File: config.mk
export PLATFORM = sky130hd
export DESIGN_NAME = bpa_ctrl
export DESIGN_NICKNAME = d
export VERILOG_FILES = /design/src/sv/bpa_pkg.sv /design/src/sv/bpa_ctrl.sv
export SDC_FILE = /design/constraint.sdc
export NUM_CORES = 1
export LEC_CHECK = 0
export ABC_AREA = 1
export ABC_CLOCK_PERIOD_IN_PS = 3250
export BUFFER_PORTS_ARGS = -buffer_cell sky130_fd_sc_hd__buf_2
export CAP_MARGIN = 25
export CORE_UTILIZATION = 30
export CTS_CLUSTER_DIAMETER = 40
export CTS_CLUSTER_SIZE = 20
export DETAILED_ROUTE_END_ITERATION = 10
export SKIP_LAST_GASP = 1
export SYNTH_ARGS = -nofsm -noshare
export SYNTH_HDL_FRONTEND = slang
export SYNTH_SLANG_ARGS = --single-unit
File: constraint.sdc
create_clock -name clk -period 3.25 [get_ports clk]
set_clock_uncertainty 0.05 [all_clocks]
set_input_delay 0.65 -clock clk [delete_from_list [all_inputs] [get_ports clk]]
set_output_delay 0.65 -clock clk [all_outputs]
set_load 0.02 [all_outputs]
File: src/sv/bpa_pkg.sv
// Shared types, constants and helper functions for the buddy page allocator.
// No dependencies; every other file of the block but bpa_ram imports this package.
package bpa_pkg;

	// Sizes of the managed chunk and of the free-list links.
	localparam int unsigned MAX_ORDER   = 11;
	localparam int unsigned CHUNK_PAGES = 1024;
	localparam int unsigned IDX_W       = 10;
	localparam int unsigned LINK_W      = 11;
	localparam int unsigned ORD_W       = 4;
	localparam int unsigned ROW_BITS    = 32;
	localparam int unsigned ROWS        = CHUNK_PAGES / ROW_BITS;
	localparam int unsigned ROW_W       = 5;
	localparam int unsigned CNT_W       = 6;

	localparam logic [LINK_W-1:0] LINK_NIL  = '1;
	localparam logic [ORD_W-1:0]  TOP_ORDER = 4'(MAX_ORDER - 1);
	localparam logic [ORD_W-1:0]  ROW_ORD   = 4'd5;

	// Result status codes.
	localparam logic [2:0] ST_OK      = 3'd0;
	localparam logic [2:0] ST_ZERO    = 3'd1;
	localparam logic [2:0] ST_LARGE   = 3'd2;
	localparam logic [2:0] ST_NOSPACE = 3'd3;
	localparam logic [2:0] ST_BADFREE = 3'd4;

	// Request word.
	typedef struct packed {
		logic        mode;
		logic [15:0] page_count;
		logic [9:0]  page_index;
		logic [3:0]  block_order;
	} alloc_in_t;

	// Response word.
	typedef struct packed {
		logic [2:0]  status;
		logic [9:0]  granted_index;
		logic [10:0] granted_pages;
	} alloc_out_t;

	// Datapath operations issued by the controller.
	typedef enum logic [3:0] {
		OP_NONE,
		OP_LOAD,
		OP_DECODE,
		OP_A_RDN,
		OP_A_UNL,
		OP_SPLIT,
		OP_LINK1,
		OP_LINK2,
		OP_ROW_RD,
		OP_ROW_WR,
		OP_CHK_EV,
		OP_SET_WR,
		OP_M_TEST,
		OP_M_EV,
		OP_DONE
	} op_t;

	typedef struct packed {
		op_t op;
	} cmd_t;

	// Status flags returned by the datapath.
	typedef struct packed {
		logic is_free;
		logic dec_err;
		logic split_more;
		logic h_valid;
		logic row_last;
		logic chk_bad;
		logic can_merge;
		logic merge_hit;
	} dp_status_t;

	// Bits of one row of the free map that a block covers.
	function automatic logic [ROW_BITS-1:0] row_mask(input logic [ORD_W-1:0] ord,
			input logic [ROW_W-1:0] off);
		logic [ROW_BITS-1:0] low;
		low = (32'd1 << (6'd1 << ord)) - 32'd1;
		if (ord >= ROW_ORD) begin
			row_mask = '1;
		end else begin
			row_mask = low << off;
		end
	endfunction

	// Number of free-map rows that a block covers.
	function automatic logic [CNT_W-1:0] row_count(input logic [ORD_W-1:0] ord);
		if (ord >= ROW_ORD) begin
			row_count = 6'd1 << (ord - ROW_ORD);
		end else begin
			row_count = 6'd1;
		end
	endfunction

endpackage

File: src/sv/bpa_ctrl.sv
// Controller state machine of the buddy allocator: sequences the datapath
// and runs both handshakes. Depends on bpa_pkg.
module bpa_ctrl (
	input  logic                clk,
	input  logic                arst_n,
	input  logic                req_valid,
	output logic                req_stall,
	output logic                rsp_valid,
	input  logic                rsp_stall,
	input  bpa_pkg::dp_status_t sts,
	output bpa_pkg::cmd_t       cmd
);
	import bpa_pkg::*;

	typedef enum logic [14:0] {
		S_IDLE   = 15'h0001,
		S_DECODE = 15'h0002,
		S_A_RDN  = 15'h0004,
		S_A_UNL  = 15'h0008,
		S_SPLIT  = 15'h0010,
		S_LINK1  = 15'h0020,
		S_LINK2  = 15'h0040,
		S_ROW_RD = 15'h0080,
		S_ROW_WR = 15'h0100,
		S_CHK_RD = 15'h0200,
		S_CHK_EV = 15'h0400,
		S_SET_WR = 15'h0800,
		S_M_TEST = 15'h1000,
		S_M_EV   = 15'h2000,
		S_DONE   = 15'h4000
	} state_t;

	state_t state_q, state_nx;
	logic   rsp_valid_q;
	logic   out_free;
	state_t link_ret;

	assign req_stall = state_q != S_IDLE;
	assign rsp_valid = rsp_valid_q;
	assign out_free  = !rsp_valid_q || !rsp_stall;
	assign link_ret  = sts.is_free ? S_DONE : S_SPLIT;

	// Next state and datapath operation.
	always_comb begin
		state_nx = state_q;
		cmd.op   = OP_NONE;
		case (state_q)
			S_IDLE: begin
				if (req_valid) begin
					cmd.op   = OP_LOAD;
					state_nx = S_DECODE;
				end
			end
			S_DECODE: begin
				cmd.op = OP_DECODE;
				if (sts.dec_err) begin
					state_nx = S_DONE;
				end else if (sts.is_free) begin
					state_nx = S_CHK_RD;
				end else begin
					state_nx = S_A_RDN;
				end
			end
			S_A_RDN: begin
				cmd.op   = OP_A_RDN;
				state_nx = S_A_UNL;
			end
			S_A_UNL: begin
				cmd.op   = OP_A_UNL;
				state_nx = S_SPLIT;
			end
			S_SPLIT: begin
				cmd.op   = OP_SPLIT;
				state_nx = sts.split_more ? S_LINK1 : S_ROW_RD;
			end
			S_LINK1: begin
				cmd.op   = OP_LINK1;
				state_nx = sts.h_valid ? S_LINK2 : link_ret;
			end
			S_LINK2: begin
				cmd.op   = OP_LINK2;
				state_nx = link_ret;
			end
			S_ROW_RD: begin
				cmd.op   = OP_ROW_RD;
				state_nx = S_ROW_WR;
			end
			S_ROW_WR: begin
				cmd.op   = OP_ROW_WR;
				state_nx = sts.row_last ? S_DONE : S_ROW_RD;
			end
			S_CHK_RD: begin
				cmd.op   = OP_ROW_RD;
				state_nx = S_CHK_EV;
			end
			S_CHK_EV: begin
				cmd.op = OP_CHK_EV;
				if (sts.chk_bad) begin
					state_nx = S_DONE;
				end else if (sts.row_last) begin
					state_nx = S_SET_WR;
				end else begin
					state_nx = S_CHK_RD;
				end
			end
			S_SET_WR: begin
				cmd.op   = OP_SET_WR;
				state_nx = sts.row_last ? S_M_TEST : S_SET_WR;
			end
			S_M_TEST: begin
				cmd.op   = OP_M_TEST;
				state_nx = sts.can_merge ? S_M_EV : S_LINK1;
			end
			S_M_EV: begin
				cmd.op   = OP_M_EV;
				state_nx = sts.merge_hit ? S_M_TEST : S_LINK1;
			end
			S_DONE: begin
				if (out_free) begin
					cmd.op   = OP_DONE;
					state_nx = S_IDLE;
				end
			end
			default: state_nx = S_IDLE;
		endcase
	end

	// State register and response valid flag.
	always_ff @(posedge clk or negedge arst_n) begin
		if (!arst_n) begin
			state_q     <= S_IDLE;
			rsp_valid_q <= 1'b0;
		end else begin
			state_q <= state_nx;
			if (cmd.op == OP_DONE) begin
				rsp_valid_q <= 1'b1;
			end else if (!rsp_stall) begin
				rsp_valid_q <= 1'b0;
			end
		end
	end

endmodule

# Yosys cells after proc, flatten, opt, wreduce, memory -nomap -nowiden
# Index checks and enable logic that the tools add are counted.
[op_classes]
bitwise_logic = 0
muxes = 19
multipliers = 0
order_cmp = 0
div = 0
shifts = 0
n_eq_ne = 20
add_sub_neg = 0
reduce_logical = 5
[op_table]
columns = ["cell", "n"]
rows = [
  ["15-bit one-hot mux with 15 select lines", 1],
  ["15-bit 2-to-1 mux", 7],
  ["4-bit one-hot mux with 14 select lines", 1],
  ["13-bit 2-to-1 mux", 2],
  ["15-bit by 1-bit equality test with 1-bit output, second input constant", 1],
  ["15-bit by 10-bit equality test with 1-bit output, second input constant", 1],
  ["15-bit by 11-bit equality test with 1-bit output, second input constant", 1],
  ["15-bit by 12-bit equality test with 1-bit output, second input constant", 1],
  ["15-bit by 13-bit equality test with 1-bit output, second input constant", 1],
  ["15-bit by 14-bit equality test with 1-bit output, second input constant", 1],
  ["15-bit equality test, second input constant", 1],
  ["15-bit by 2-bit equality test with 1-bit output, second input constant", 1],
  ["15-bit by 3-bit equality test with 1-bit output, second input constant", 1],
  ["15-bit by 4-bit equality test with 1-bit output, second input constant", 1],
  ["15-bit by 5-bit equality test with 1-bit output, second input constant", 1],
  ["15-bit by 6-bit equality test with 1-bit output, second input constant", 1],
  ["15-bit by 7-bit equality test with 1-bit output, second input constant", 1],
  ["15-bit by 8-bit equality test with 1-bit output, second input constant", 1],
  ["15-bit by 9-bit equality test with 1-bit output, second input constant", 1],
  ["15-bit by 1-bit inequality test with 1-bit output, second input constant", 1],
  ["14-bit 2-to-1 mux", 1],
  ["12-bit 2-to-1 mux", 1],
  ["10-bit 2-to-1 mux", 1],
  ["8-bit 2-to-1 mux", 1],
  ["other kinds (9)", 13],
]
[word_totals]
n_memories = 0
input_bits = 12
register_bits = 16
latchBits = 0
ramBits = 0
mem_bits_ro = 0

# Depth between registers and ports, before layout
[logic_depth]
ltp_word = 6
mapped_depth = 11
depth_no_buf = 11

# Worst setup path before layout
# OpenSTA, ideal clock, no wires.
[synth_path]
path_kind = "flip-flop to output port"
start = "register state_q[3]"
end = "output cmd[1] (netlist bit)"
path_stages_with_launch = 9
slack_ns = 1.221
path_buffers = 1
t_arrival_ns = 1.329
path_cell_list = "dfrtp_1 -> nor2_2 -> nand2_4 -> nor2_4 -> buf_6 -> nand2_2 -> nor2_2 -> nor2_1 -> nand3_1"
[synth_rtl]
columns = ["element", "line", "source"]
rows = [
  ["start, declared", "bpa_ctrl.sv:33", "state_t state_q, state_nx;"],
  ["start signal, assigned", "bpa_ctrl.sv:134", "state_q <= state_nx;"],
  ["end, declared", "bpa_ctrl.sv:11", "output bpa_pkg::cmd_t cmd"],
]

==> out/results.txt <==
post-synthesis sequential area ratio = 35.9%
post-route ant nets = 0
nets@finish = 192
worst skew pair latency = 0.25 ns
TritonCTS Sinks = 16
hold buffer count at CTS = 0
r2r setup slk = 1.57 ns
clock-pin slew on the worst setup and hold paths = 0.06 ns
design area = 0.00130 mm^2
CTS resizes = 0
Post-synth ARST share = 100%
Slew Limit Fails = 0
Cells after Synth = 159
die area = 0.00397 mm^2
min Tclk post-route = 2.63 ns
Setup crit end kind = output port
HPWL after detailed placement = 2.06 mm
Min Hold Slack = 0.248 ns
Worst VDD drop = 0.000334 V
RSZ-0062 raised after global routing = false
GP Congestion = 0.853
DR pass1 iterations = 4
reg-to-reg critical path startpoint = state_q[3]
Max-Cap Viols = 0
die width = 63.0 um
YS warnings = 0
antenna diode count = 0
fraction of layout cells with a size suffix above 1 = 25.7%
Die H = 63.0 um
Synth Flop Type = dfrtp_1
Pwr Total = 0.687 mW
Worst Reg-to-Reg Cells = 10
critical-path maximum fanout = 11
Clock Tree Buf Depth = 2
post-synthesis register bit count = 16
setup TNS = 0 ns
Syn Area/Cell = 7.03 um^2
EDFF count, synth = 0
antenna violations before repair = 0
DRC = 0
Global Route Usage Sum = 14.8%
# Post-CTS Setup Buffers = 0
H-tree depth = 1
non-filler cells, final = 225
initial detailed-routing violation count = 27
Placed Instances = 221
Starting Density = 32.5%
Yosys cell types = 24
Core ar. = 0.00344 mm^2
ratio of final minimum period to clock period = 80.9%
area post-placement = 0.00125 mm^2
# rows = 21
worst path arrival time = 1.93 ns
TritonCTS clock tree = built
first-pass GRT wire length = 4.57 mm
cts bufs inserted = 3
largest net degree at the start of global routing = 17
worst min path class = in -> async
GR Overflow Total = 0
Root Driver = clkbuf_8
vias in the first global route = 1016
final setup fails = 0
worst slew pin tran = 0.357 ns
sequential power share = 34.0%
Pint = 0.413 mW
slew margin rel. = 76.2%
power share of the combinational group = 39.9%
Clock power frac = 26.0%
outcome = finished clean
final hold violation count = 0
Crit path required time = 2.55 ns
mapped cell area = 0.00112 mm^2
Power Density = 527 mW/mm^2
Lkg Pwr = 0.755 nW
Layout area overhead = 16.7%
Via density = 4.62
Critical Path Start Type = register
worst r2r dst = state_q[0]
f_max = 380 MHz
sw frac = 39.8%
NetSw = 0.274 mW
DR vias = 1039
Ports = 18
Net Count, Synth = 171
DR WL/cell = 11.2 um
Post-Route WL = 2.52 mm
I/O Buffers = 17
CP Class = reg -> out
synth_stat cells, types with 2 or more instances:
| library cell | number | area, um^2 |
|---|---|---|
| nand2_1 | 36 | 135 |
| nor2_1 | 34 | 128 |
| inv_1 | 20 | 75.1 |
| dfrtp_1 | 15 | 375 |
| nand3_1 | 14 | 70.1 |
| nor2_2 | 7 | 43.8 |
| nand2_4 | 5 | 56.3 |
| o21ai_1 | 5 | 25.0 |
| nand2_2 | 4 | 25.0 |
| inv_2 | 2 | 7.51 |
| nor2_4 | 2 | 22.5 |
| nor3_1 | 2 | 10.0 |
| nor4_2 | 2 | 25.0 |
layer usage:
layer | track usage, % | share of wire, %
met1 | 21.3 | 53
met2 | 20.7 | 40
met3 | 4.01 | 4.5
met4 | 5.52 | 2.5
met5 | 0 | 0
worst max-delay path by stage:
stage	startpoint	to	slack, ns	depth (start not counted)
6_report	state_q[3]	cmd[1]	0.62	8
3_5_place_dp	state_q[3]	cmd[1]	0.90	8
2_1_floorplan	state_q[3]	cmd[1]	1.22	8
5_1_grt	state_q[3]	cmd[1]	0.45	8
3_3_place_gp	state_q[3]	cmd[3]	0.92	8
4_1_cts	state_q[3]	cmd[1]	0.62	8
registers in the layout, indices dropped and copies added (netlist names):
register   count
state_q       15
rsp_valid      1
power groups by stage:
stage | sequential (mW) | clock (mW) | combinational, mW
2_1_floorplan | 0.237 | 0 | 0.220
3_3_place_gp | 0.237 | 0 | 0.276
3_5_place_dp | 0.238 | 0 | 0.275
4_1_cts | 0.234 | 0.182 | 0.276
5_1_grt | 0.237 | 0.197 | 0.306
6_report | 0.234 | 0.179 | 0.274
cell families (layout without fill, tap and decap cells):
logic type / after synthesis / count (layout) / synth area share, %
buffers and inverters: 23 / 43 / 8.40
AO/OA/AOI/OAI: 9 / 9 / 4.93
flip-flops: 16 / 16 / 35.9
AND/OR/NAND/NOR: 111 / 111 / 50.7
worst max-delay path: stages, from the launching register on:
cell and delay, ns:
dfrtp_1 0.43, nor2_2 0.20, nand2_4 0.10, nor2_4 0.28, nand2_2 0.11, nor2_2 0.19
nor2_1 0.09, nand3_1 0.10, buf_2 0.17
stage by stage:
step,worst slack (ns),util [%]
global route,0.446,37.9
floorplan,1.22,-
CTS,0.621,37.9
global placement,0.919,36.3
finish,0.620,37.9
detailed placement,0.902,36.3
layout make-up:
type | instances | area (um^2)
Clock buffer | 4 | 55.1
Inverter | 22 | 82.6
Sequential cell | 16 | 402
Timing Repair Buffer | 17 | 85.1
Fill cell | 372 | 2140
Multi-Input combinational cell | 120 | 622
Tap cell | 46 | 57.6
cells in the final DEF (no fill, tap or decap), types with 2 or more instances in the layout:
cell / n
nand2_1: 36
nor2_1: 34
inv_1: 20
buf_2: 17
dfrtp_1: 15
nand3_1: 14
nor2_2: 7
nand2_4: 5
o21ai_1: 5
nand2_2: 4
clkbuf_8: 4
inv_2: 2
nor2_4: 2
nor4_2: 2
nor3_1: 2
No activity file was read; power rests on OpenSTA's default activity.
